[src/sv/kkupw_pkg.sv]
// Shared types and constants for the upwind advection stencil pipeline.
`timescale 1ns / 1ps
package kkupw_pkg;

	localparam int NSTG = 13;

	// 2^32 = 3 * K3 + 1
	localparam logic [30:0] K3 = 31'd1431655765;
	// ceil(2^34 / 3), exact quotient for any 33-bit dividend
	localparam logic [32:0] RECIP3 = 33'd5726623062;

	localparam logic signed [31:0] FIX_MAX = 32'sh7fff_ffff;
	localparam logic signed [31:0] FIX_MIN = 32'sh8000_0000;

	typedef logic [NSTG:1] stage_en_t;

	typedef struct packed {
		stage_en_t en;
		stage_en_t vld;
	} pipe_ctl_t;

	typedef enum logic [0:0] {
		REG_INV_DX = 1'b0,
		REG_INV_DY = 1'b1
	} reg_idx_t;

endpackage

[src/sv/kkupw_ctrl.sv]
// Valid tracking and per-stage load enables for the stencil pipeline.
`timescale 1ns / 1ps
module kkupw_ctrl (
	input  logic                  clk,
	input  logic                  arst_n,
	input  logic                  in_valid,
	input  logic                  out_ready,
	output logic                  in_ready,
	output logic                  out_valid,
	output kkupw_pkg::pipe_ctl_t  ctl
);

	kkupw_pkg::stage_en_t vld_q;
	kkupw_pkg::stage_en_t en;

	// a stage loads when out_ready is high or when it or any stage downstream has a hole
	genvar g;
	for (g = 1; g <= kkupw_pkg::NSTG; g++) begin : g_en
		assign en[g] = out_ready | ~(&vld_q[kkupw_pkg::NSTG:g]);
	end

	always_ff @(posedge clk or negedge arst_n) begin
		if (!arst_n) begin
			vld_q <= '0;
		end else begin
			if (en[1]) begin
				vld_q[1] <= in_valid;
			end
			for (int k = 2; k <= kkupw_pkg::NSTG; k++) begin
				if (en[k]) begin
					vld_q[k] <= vld_q[k-1];
				end
			end
		end
	end

	assign in_ready  = en[1];
	assign out_valid = vld_q[kkupw_pkg::NSTG];
	assign ctl.en    = en;
	assign ctl.vld   = vld_q;

endmodule

[config.mk]
export PLATFORM = sky130hd
export DESIGN_NAME = kkupw_ctrl
export DESIGN_NICKNAME = d
export VERILOG_FILES = /design/src/sv/kkupw_pkg.sv /design/src/sv/kkupw_ctrl.sv
export SDC_FILE = /design/constraint.sdc
export NUM_CORES = 1
export LEC_CHECK = 0
export ABC_AREA = 1
export BUFFER_PORTS_ARGS = -buffer_cell sky130_fd_sc_hd__buf_2
export CAP_MARGIN = 0
export CELL_PAD_IN_SITES_DETAIL_PLACEMENT = 2
export CELL_PAD_IN_SITES_GLOBAL_PLACEMENT = 2
export CORE_MARGIN = 3
export CORE_UTILIZATION = 23
export DETAILED_ROUTE_END_ITERATION = 10
export PLACE_DENSITY = 0.79
export SLEW_MARGIN = 20
export SYNTH_ARGS = -nofsm -noshare
export SYNTH_HDL_FRONTEND = slang
export SYNTH_SLANG_ARGS = --single-unit
[constraint.sdc]
create_clock -name clk -period 1.2 [get_ports clk]
set_input_delay 0 -clock clk [delete_from_list [all_inputs] [get_ports clk]]
set_output_delay 0 -clock clk [all_outputs]
set_load 0.05 [all_outputs]
# Yosys cells after proc, flatten, opt, wreduce, memory -nomap -nowiden
# Index checks and enable logic that the tools add are counted.
# word_totals
ff_bits	13
in_bits	4
out_inout_bits	28
wordCells	51
# op_classes
bitwise	26
n_reduce_logical	12
# op_table
operator	count
1-bit inverter	13
1-bit bitwise OR	13
13-bit AND reduction	1
12-bit AND reduction	1
11-bit AND reduction	1
10-bit AND reduction	1
9-bit AND reduction	1
8-bit AND reduction	1
7-bit AND reduction	1
6-bit AND reduction	1
5-bit AND reduction	1
4-bit AND reduction	1
3-bit AND reduction	1
2-bit AND reduction	1

# Depth between registers and ports, before layout
# Gate-level depths: netlist (run 1).
# logic_depth
ltp_word	3
depth_mapped	6
mapped_depth_nobuf	6

# Least setup slack after synthesis (run 1)
# No wires, ideal clock.
# synth_timing
path_type	register -> output
start	register vld_q[12]
end	output ctl[13] in the netlist's numbering
t_arrival_ns	1.914
path_slack_ns	-0.714
stages_incl_launch_ff	7
path_buffers	1
path_cell_list	dfrtp_1 > inv_1 > nor2_2 > nand2_4 > nor2_4 > nand2_1 > buf_4
# synth_between
elab_chain_cells	3
# synth_rtl
item	line_no	text
start: declaration	kkupw_ctrl.sv:13	kkupw_pkg::stage_en_t vld_q;
start signal: indexed assignment	kkupw_ctrl.sv:31	vld_q[k] <= vld_q[k-1];
13-bit AND reduction	kkupw_ctrl.sv:19	assign en[g] = out_ready | ~(&vld_q[kkupw_pkg::NSTG:g]);
1-bit inverter	kkupw_ctrl.sv:19	
1-bit bitwise OR	kkupw_ctrl.sv:19	
end: declaration	kkupw_ctrl.sv:10	output kkupw_pkg::pipe_ctl_t ctl
# Every way passes these cells.

==> metrics.cfg, run 1 <==
[timing]
slew_violations = 0
slew_headroom_pct = 73.0
fmax_mhz = 676
tightest_slew_ns = 0.405
rsz0062_at_grt = yes
hold_slack_ns = 0.140
setup_viol = 15
setup-tns-final_ns = -2.88
period_needed_ns = 1.48
skew_ns = 0.00635
fin_ws_ns = -0.279
hold_viol_final = 0
finalCritPeriodShare_pct = 123

[placed_design]
preCtsSetupSlack_ns = -0.0164
hpwl_microns = 1830
gp_congestion = 0.786
io_buffers = 31

[worst_setup_path]
worstPathRequired_ns = 1.20
reg2regPathDepth = 6
start_kind = register
cp_slowest_cell = dfrtp_1
critPathMaxFanout = 4
r2r-start = vld_q[8]$_DFFE_PN0P_
regToRegEndpoint = vld_q[3]$_DFFE_PN0P_
worstSetupPathType = reg2out
crit_start = vld_q[8]$_DFFE_PN0P_
r2r_slack_ns = -0.06
worstPathArrival_ns = 1.48
path_cells = buf_4 > nand2_1 > nor2_4 > nand2_2 > buf_8
crit_path_end_kind = primary output
max_stage_delay_ns = 0.40

[finish]
largest_reg_flops = 13
nets = 143
reg.largest.list = vld_q x13
top_register = vld_q
diodes = 0
final_layout_size_suffix_gt1_share_pct = 57.2
synthToLayoutAreaGrowth_pct = 83.3

[route]
drtPass1Iterations = 4
wl_per_cell_microns = 17.2
wl_microns = 2880
drt_drc_violations_left = 0
ant_nets = 0
drt-initial-drc-count = 11
viasPerCell = 4.56
vias = 766

[pwr]
p_sw_uw = 1010
p_per_area_mw_per_mm2 = 1650
power.share.switching_pct = 50.2
seq_power_share_pct = 26.3
p_clk_share_pct = 14.5
pwr-share-comb_pct = 59.1
power.leakage_uw = 0.000692
ir_drop_mv = 0.895
p_int_uw = 1000

[synth]
synth_edf_count = 0
synth_area_leaders = dfrtp_1 49%, nand2_1 16%, inv_1 11%, nor2_1 4.5%, nand4_1 3.8%
synth.top_cell.area_share_pct = 48.9
syn-num-nets = 91
ys_seq_area_share_pct = 48.9
synth_cells = 87
synthTopCellsByCount = 29 x nand2_1, 19 x inv_1, 13 x dfrtp_1
avgSynthCellArea_sq_um = 7.65
synth_seq_cells = 13
synth_area_leader_cell = dfrtp_1
synth_area_sq_um = 666
yosys.cell_types.count = 14
ys_warn_count = 0
async_reset_ff_share_pct = 100
yosysMostFrequentCell = nand2_1
ys.flop_type = dfrtp_1

[status]
violations = negative setup slack
run_status = finished with violations

[global_routing]
grt_pass1_wl_microns = 4410
grt_max_degree = 14
grt_remaining_overflow = 0
grt_pass1_vias = 859
antenna_found_initial = 0
grt_use_total_pct = 17.6

[floorplanning]
core-area_sq_mm = 0.00261
rows = 18
start_util_pct = 25.5
io_pins = 32
die_area_sq_mm = 0.00358
dieHeight_microns = 59.8
die_w_microns = 59.8

[clocking]
cts.clk_slew.worst_paths_ns = 0.09
cts_tree = yes
clkLatencyLatePin_ns = 0.29
htree_levels = 1
cts-root-buf = clkbuf_4
clock_sinks = 13
numCtsBuffers = 3
cts_buffer_depth = 2

[flow_run]
maxCapViolCount = 0

[worst_hold_path]
hold_class = in2async

## power groups by stage
stage,Combinational [uW],Clock [uW],Sequential [uW]
floorplan,520,0,716
global placement,924,0,534
detailed placement,944,0,539
CTS,1130,285,530
global route,1260,333,539
finish,1190,292,529
## stage by stage
| stage | instances | util (%) | instance area [sq um] | total power [uW] |
|---|---|---|---|---|
| 6_report | 168 | 46.7 | 1220 | 2010 |
| 5_1_grt | 168 | 46.7 | 1220 | 2130 |
| 4_1_cts | 165 | 44.3 | 1160 | 1950 |
| 3_5_place_dp | 155 | 36.5 | 953 | 1480 |
| 3_3_place_gp | 155 | 36.5 | 953 | 1460 |
| 2_1_floorplan | 87 | - | 708 | 1240 |
## how the worst max path moves through the flow
stage,to,slack [ns],cells past startpoint
4_1_cts,ctl[16],-0.29,6
5_1_grt,ctl[20],-0.35,6
3_5_place_dp,ctl[17],-0.02,4
6_report,ctl[20],-0.28,5
2_1_floorplan,vld_q[8]$_DFFE_PN0P_,-0.36,6
3_3_place_gp,ctl[16],0.05,6
## layout make-up
type / count / area [sq um]
Tap cell: 30 / 37.5
Sequential cell: 13 / 333
Inverter: 20 / 75.1
Timing Repair Buffer: 49 / 428
Fill cell: 287 / 1390
Multi-Input combinational cell: 52 / 320
Clock buffer: 4 / 26.3
## routing by layer
layer	vias up	routed length [microns]	GRT usage, %
met5	-	0	0
met3	6	170	5.62
met2	29	1590	31.0
li1	355	-	-
met1	376	1050	18.6
met4	0	72	8.86
## critical path, delay by kind of cell, from the launching register on
kind | cells | cell delay, ns
flip-flops | 1 | 0.40
AND/OR/NAND/NOR | 3 | 0.47
buffers and inverters | 2 | 0.31
## layout by cell type (no fill, tap or decap), types with 2 or more instances in the layout
| cell | count |
|---|---|
| dfrtp_2 | 6 |
| buf_2 | 17 |
| nor2_4 | 2 |
| dfrtp_1 | 7 |
| buf_8 | 7 |
| nand4_1 | 4 |
| clkbuf_4 | 3 |
| buf_6 | 12 |
| nand2_4 | 4 |
| buf_4 | 11 |
| nand2_1 | 21 |
| inv_2 | 3 |
| dlygate4sd3_1 | 2 |
| nand3_2 | 2 |
| nor2_2 | 3 |
| nor2_1 | 5 |
| nand2_2 | 7 |
| inv_1 | 17 |
## what timing repair did
item	CTS	global route
hold buffers	2	0
pin swaps	7	4
gates resized for setup	40	14
setup buffers	4	5
endpoints found under the setup margin	13	21
endpoints found under the hold margin	14	0
## kinds of logic after synthesis
kind of cell  after synthesis  synth area share [%]
simple gates               52                  37.6
buf+inv                    22                  13.5
flops                      13                  48.9
Note: power is estimated with default switching activity, not from simulation.
==> inputs of run 2 (changes only) <==
Settings changed: CORE_UTILIZATION 23 to 24, CTS_BUF_LIST set to sky130_fd_sc_hd__clkbuf_8, PLACE_DENSITY 0.79 to 0.82.
==> run 2 against run 1 <==
Against the previous run:
- the flow still finishes with violations (negative setup slack)
- global-route usage shrank 0.42 points
- sequential cell count unchanged
- clock skew is 0.0051 ns lower
- register-to-register slack better by 0.06 ns
- combinational power about the same
- die area shrank 3.7%
- clock power increased by 37%
- count of clock-buffer cells in the layout down 1
- highest routed layer unchanged
- first-iteration DRC count increased by 45%
- wire length down 0.21%
==> metrics.cfg, run 2 (synthesis gave the netlist of run 1 again) <==
[worst_setup_path]
cp_slowest_cell = dfrtp_2
crit_path_end_kind = primary output
critPathMaxFanout = 4  ; unchanged
max_stage_delay_ns = 0.37  ; -0.03 ns
start_kind = register
worstPathRequired_ns = 1.20  ; about the same
worstPathArrival_ns = 1.37  ; -0.11 ns
path_cells = nand2_2 > nor2_4 > nand2_4 > nor2_4 > nand2_2 > buf_8
worstSetupPathType = reg2out

[route]
top_layer_used = met4
wl_per_cell_microns = 17.0  ; -0.80%
drt-initial-drc-count = 16  ; +5
viasPerCell = 4.46  ; -2.3%
wl_microns = 2880  ; -0.21%
vias = 753  ; -1.7%
wl_met1_microns = 1170  ; +11%
ant_nets = 0  ; unchanged
drt_drc_violations_left = 0  ; unchanged
drtPass1Iterations = 4  ; unchanged
wl_met2_microns = 1570  ; -1.4%
dr_wl_met3_microns = 132  ; -22%

[timing]
tightest_slew_ns = 0.340  ; -0.0650 ns
rsz0062_at_grt = yes
finalCritPeriodShare_pct = 114  ; -9.4 points
fmax_mhz = 732  ; +8.3%
skew_ns = 0.00126  ; -0.00509 ns
slew_headroom_pct = 77.3  ; +4.4 points
hold_viol_final = 0  ; unchanged
period_needed_ns = 1.37  ; -0.113 ns
fin_ws_ns = -0.166  ; +0.113 ns
setup-tns-final_ns = -1.69  ; +1.19 ns
setup_viol = 13  ; -2
slew_violations = 0  ; unchanged

[floorplanning]
start_util_pct = 25.9  ; +0.45 points
die_w_microns = 58.7  ; -1.9%
dieHeight_microns = 58.7  ; -1.9%
io_pins = 32  ; unchanged
core-area_sq_mm = 0.00257  ; -1.7%
die_area_sq_mm = 0.00344  ; -3.7%
rows = 18  ; unchanged

[pwr]
ir_drop_mv = 1.14  ; +27%
power.leakage_uw = 0.000701  ; +1.3%
seq_power_share_pct = 24.9  ; -1.4 points
p_clk_share_pct = 18.7  ; +4.2 points
pwr-share-comb_pct = 56.4  ; -2.7 points
p_int_uw = 1100  ; +9.9%
power.share.switching_pct = 48.6  ; -1.6 points
p_sw_uw = 1040  ; +3.1%
p_per_area_mw_per_mm2 = 1730  ; +5.0%

[clocking]
cts_tree = yes
clkLatencyLatePin_ns = 0.25  ; -0.04 ns
clock_sinks = 13  ; unchanged
cts.clk_slew.worst_paths_ns = 0.06  ; -0.03 ns
cts-root-buf = clkbuf_8
cts_buffer_depth = 2  ; unchanged
htree_levels = 1  ; unchanged
numCtsBuffers = 3  ; unchanged

[finish]
seqCellArea_sq_um = 333  ; unchanged
reg.largest.list = vld_q x13
diodes = 0  ; unchanged
layout_common_cells = 23 x nand2_1, 18 x inv_1, 17 x buf_2
instances_no_fill = 169  ; +0.60%
fillers = 284  ; -1.0%
synthToLayoutAreaGrowth_pct = 85.9
layout_commonest_cell = nand2_1
nets = 144  ; +0.70%
final_area_sq_mm = 0.00124  ; +1.4%
largest_reg_flops = 13  ; unchanged
final_layout_size_suffix_gt1_share_pct = 57.6  ; +0.31 points
top_register = vld_q
multi_input_area_sq_um = 338  ; +5.5%

[placed_design]
io_buffers = 31  ; unchanged
dpl-instance-area_sq_um = 953  ; unchanged
placedCellCount = 155  ; unchanged
gp_congestion = 0.800  ; +1.8%
hpwl_microns = 1880  ; +2.8%

[global_routing]
grt_pass1_wl_microns = 4430  ; +0.45%
grt_use_total_pct = 17.2  ; -0.42 points
grt_pass1_vias = 861  ; +0.23%
grt_remaining_overflow = 0  ; unchanged
antenna_found_initial = 0  ; unchanged
grt_max_degree = 14  ; unchanged

[flow_run]
maxCapViolCount = 0  ; unchanged

[status]
run_status = finished with violations
violations = negative setup slack

[worst_hold_path]
hold_class = in2async

run 2: cell count changes in the layout (fill, tap and decap cells not counted), sizes merged:
cell  before  now
inv       20   21
run 2: area by class of cell:
type	count	share of cell area, %
Timing Repair Buffer	50	33.1
Sequential cell	13	26.9
Inverter	20	6.07
Tap cell	30	3.03
Clock buffer	3	3.34
Multi-Input combinational cell	52	27.3
Clock inverter	1	0.303
run 2: critical path, delay by kind of cell (launching register included):
family / cells / cell delay [ns]
buffers and inverters: 1 / 0.16
AND/OR/NAND/NOR: 5 / 0.58
flip-flops: 1 / 0.37
run 2: power groups by stage:
| stage | logic [uW] | clock network (uW) | registers (uW) |
|---|---|---|---|
| finish | 1210 | 399 | 534 |
| global route | 1280 | 425 | 540 |
| CTS | 1090 | 408 | 532 |
| detailed placement | 947 | 0 | 538 |
| global placement | 919 | 0 | 534 |
| floorplan | 520 | 0 | 716 |
run 2: path summary, 6_finish.rpt:
kind	from	end	slack, ns	cells past startpoint
setup / recovery	vld_q[11]$_DFFE_PN0P_	ctl[16]	-0.17	6
hold / removal	arst_n	vld_q[4]$_DFFE_PN0P_	0.20	2
setup reg to reg	vld_q[11]$_DFFE_PN0P_	vld_q[3]$_DFFE_PN0P_	0	7
hold reg to reg	vld_q[1]$_DFFE_PN0P_	vld_q[2]$_DFFE_PN0P_	0.52	2
max in group asynchronous	arst_n	vld_q[5]$_DFFE_PN0P_	0.73	2
min in group clk	out_ready	vld_q[10]$_DFFE_PN0P_	0.23	5
run 2: repair_timing:
item / CTS / global route
gates resized for setup: 30 / 18
hold buffers: 2 / 0
setup buffers: 3 / 5
setup endpoints to repair: 12 / 18
hold endpoints to repair: 14 / 0
pin swaps: 4 / 5
cloned: 0 / 0
run 2: layer usage:
metal | track usage, % | vias to the layer above
li1 | - | 356
met1 | 21.6 | 370
met2 | 29.8 | 25
met3 | 3.51 | 2
met4 | 4.85 | 0
met5 | 0 | -
run 2: per-stage QoR:
step	power (uW)	utilization [%]	hold WS, ns	setup WS (ns)
finish	2140	48.2	0.203	-0.166
global route	2240	48.2	0.224	-0.223
CTS	2030	44.2	0.195	-0.217
detailed placement	1480	37.1	-0.0797	0.0229
global placement	1450	37.1	-0.0989	0.0581
floorplan	1240	-	-0.296	-0.363
==> inputs of run 3 (changes only) <==
Settings changed: SETUP_SLACK_MARGIN set to 0.02.
==> run 3 against run 2 <==
Against the previous run:
- the run still ends with negative setup slack left
- die area unchanged
- total power hardly changed
- sequential share of layout area unchanged
- first-iteration DRC count is 25% lower
- wire length is 0.28% lower
- utilization unchanged
- clock power about the same
- register-to-register slack about the same
- clock skew is essentially flat
==> metrics.cfg, run 3 (synthesis gave the netlist of run 1 again) <==
[status]
run_status = finished with violations
violations = negative setup slack

[finish]
reg.largest.list = vld_q x13
synthToLayoutAreaGrowth_pct = 85.9  ; unchanged
top_register = vld_q
instances_no_fill = 169  ; unchanged
diodes = 0  ; unchanged
layout_commonest_cell = nand2_1
final_layout_size_suffix_gt1_share_pct = 57.6  ; unchanged
layout_common_cells = 23 x nand2_1, 18 x inv_1, 17 x buf_2, 17 x buf_4, 9 x buf_6
largest_reg_flops = 13  ; unchanged
nets = 144  ; unchanged

[clocking]
cts-root-buf = clkbuf_8
cts.clk_slew.worst_paths_ns = 0.06  ; about the same
htree_levels = 1  ; unchanged
numCtsBuffers = 3  ; unchanged
cts_tree = yes
clock_sinks = 13  ; unchanged
clkLatencyLatePin_ns = 0.24  ; about the same
cts_buffer_depth = 2  ; unchanged

[route]
drt_drc_violations_left = 0  ; unchanged
drt-initial-drc-count = 12  ; -4
wl_per_cell_microns = 17.0  ; -0.28%
ant_nets = 0  ; unchanged
drtPass1Iterations = 2  ; -2
viasPerCell = 4.45  ; -0.13%
wl_microns = 2870  ; -0.28%
vias = 752  ; -0.13%

[pwr]
p_sw_uw = 1040  ; -0.30%
power.share.switching_pct = 48.4  ; -0.11 points
power.leakage_uw = 0.000702  ; +0.12%
p_per_area_mw_per_mm2 = 1730  ; about the same
p_clk_share_pct = 18.5  ; -0.2 points
ir_drop_mv = 1.14  ; about the same
seq_power_share_pct = 24.9  ; about the same
pwr-share-comb_pct = 56.5  ; about the same
p_int_uw = 1100  ; +0.16%

[worst_setup_path]
cpLargestDelayFamily = simple AND/OR/NAND/NOR gates
start_kind = register
r2r_slack_ns = 0  ; unchanged
reg2regPathDepth = 7  ; unchanged
critical_path_depth = 6  ; unchanged
critPathMaxFanout = 6  ; +2
crit_buf_inv = 1  ; unchanged
max_stage_delay_ns = 0.37  ; about the same
worstSetupPathType = reg2out
worstPathArrival_ns = 1.36  ; about the same
crit_path_end_kind = primary output
cp_slowest_cell = dfrtp_2
worstPathRequired_ns = 1.20  ; about the same
crit_start = vld_q[10]$_DFFE_PN0P_
regToRegEndpoint = vld_q[3]$_DFFE_PN0P_
path_cells = nand2_2 > nor2_4 > nand2_4 > nor2_8 > nand3_2 > buf_6
r2r-start = vld_q[10]$_DFFE_PN0P_

[floorplanning]
rows = 18  ; unchanged
die_w_microns = 58.7  ; unchanged
dieHeight_microns = 58.7  ; unchanged
io_pins = 32  ; unchanged
core-area_sq_mm = 0.00257  ; unchanged
start_util_pct = 25.9  ; unchanged
die_area_sq_mm = 0.00344  ; unchanged

[timing]
slew_headroom_pct = 77.6  ; +0.26 points
finalCritPeriodShare_pct = 113  ; -0.49 points
setup_viol = 11  ; -2
tightest_slew_ns = 0.336  ; -0.00391 ns
rsz0062_at_grt = yes
hold_viol_final = 0  ; unchanged
slew_violations = 0  ; unchanged
period_needed_ns = 1.36  ; -0.00591 ns
setup-tns-final_ns = -1.60  ; +0.0832 ns
fin_ws_ns = -0.160  ; +0.00591 ns
fmax_mhz = 735  ; +0.43%
skew_ns = 0.00118  ; -0.0000757 ns
hold_slack_ns = 0.206  ; +0.00316 ns

[global_routing]
grt_pass1_vias = 861  ; unchanged
grt_pass1_wl_microns = 4430  ; unchanged
grt_use_total_pct = 17.2  ; unchanged
antenna_found_initial = 0  ; unchanged
grt_max_degree = 14  ; unchanged
grt_remaining_overflow = 0  ; unchanged

[placed_design]
placedCellCount = 155  ; unchanged
io_buffers = 31  ; unchanged
hpwl_microns = 1880  ; unchanged
gp_congestion = 0.800  ; unchanged

[flow_run]
maxCapViolCount = 0  ; unchanged

[worst_hold_path]
hold_class = in2async

-- run 3: cell count changes in the layout (fill, tap and decap cells not counted), sizes merged --
cell    change
clkbuf      -1
buf         +1
-- run 3: final cells by class --
cell class                      count  area (sq um)
Fill cell                         281          1330
Multi-Input combinational cell     52           338
Clock buffer                        3          41.3
Clock inverter                      1          3.75
Timing Repair Buffer               50           409
Sequential cell                    13           333
Tap cell                           30          37.5
Inverter                           20          75.1
-- run 3: worst register-to-register path, stage by stage (launching register included) --
cell,delay (ns)
dfrtp_2,0.37
nand2_2,0.06
nor2_4,0.12
nand2_4,0.10
nor2_4,0.19
nand2_2,0.10
buf_4,0.14
nand2_1,0.04
-- run 3: repair_timing --
action | in CTS | in global routing
hold endpoints to repair | 14 | 0
setup endpoints to repair | 13 | 19
pin swaps | 4 | 6
gates resized for setup | 31 | 17
hold buffers | 2 | 0
buffers inserted | 3 | 6
-- run 3: through the flow --
stage	cell area (sq um)	power [uW]	util (%)	setup WS, ns
2_1_floorplan	708	1240	-	-0.363
3_3_place_gp	953	1450	37.1	0.0581
3_5_place_dp	953	1480	37.1	0.0229
4_1_cts	1140	2030	44.3	-0.217
5_1_grt	1240	2240	48.2	-0.223
6_report	1240	2140	48.2	-0.160
-- run 3: power by group through the flow --
stage | clock (uW) | sequential [uW] | combinational (uW)
6_report | 396 | 533 | 1210
5_1_grt | 425 | 540 | 1280
4_1_cts | 408 | 532 | 1090
3_5_place_dp | 0 | 538 | 947
3_3_place_gp | 0 | 534 | 919
2_1_floorplan | 0 | 716 | 520
-- run 3: worst max path at each step --
| stage | to | slack (ns) |
|---|---|---|
| final | ctl[17] | -0.16 |
| after global routing | ctl[16] | -0.22 |
| after CTS | ctl[15] | -0.22 |
| after detailed placement | ctl[17] | 0.02 |
| after global placement | ctl[16] | 0.06 |
| after floorplan | vld_q[8]$_DFFE_PN0P_ | -0.36 |
-- run 3: layer usage --
metal | global-route usage (%) | up-vias | wire (microns)
li1 | - | 357 | -
met2 | 29.8 | 23 | 1600
met3 | 3.51 | 0 | 126
met1 | 21.6 | 372 | 1150
met4 | 4.85 | 0 | 0
met5 | 0 | - | 0
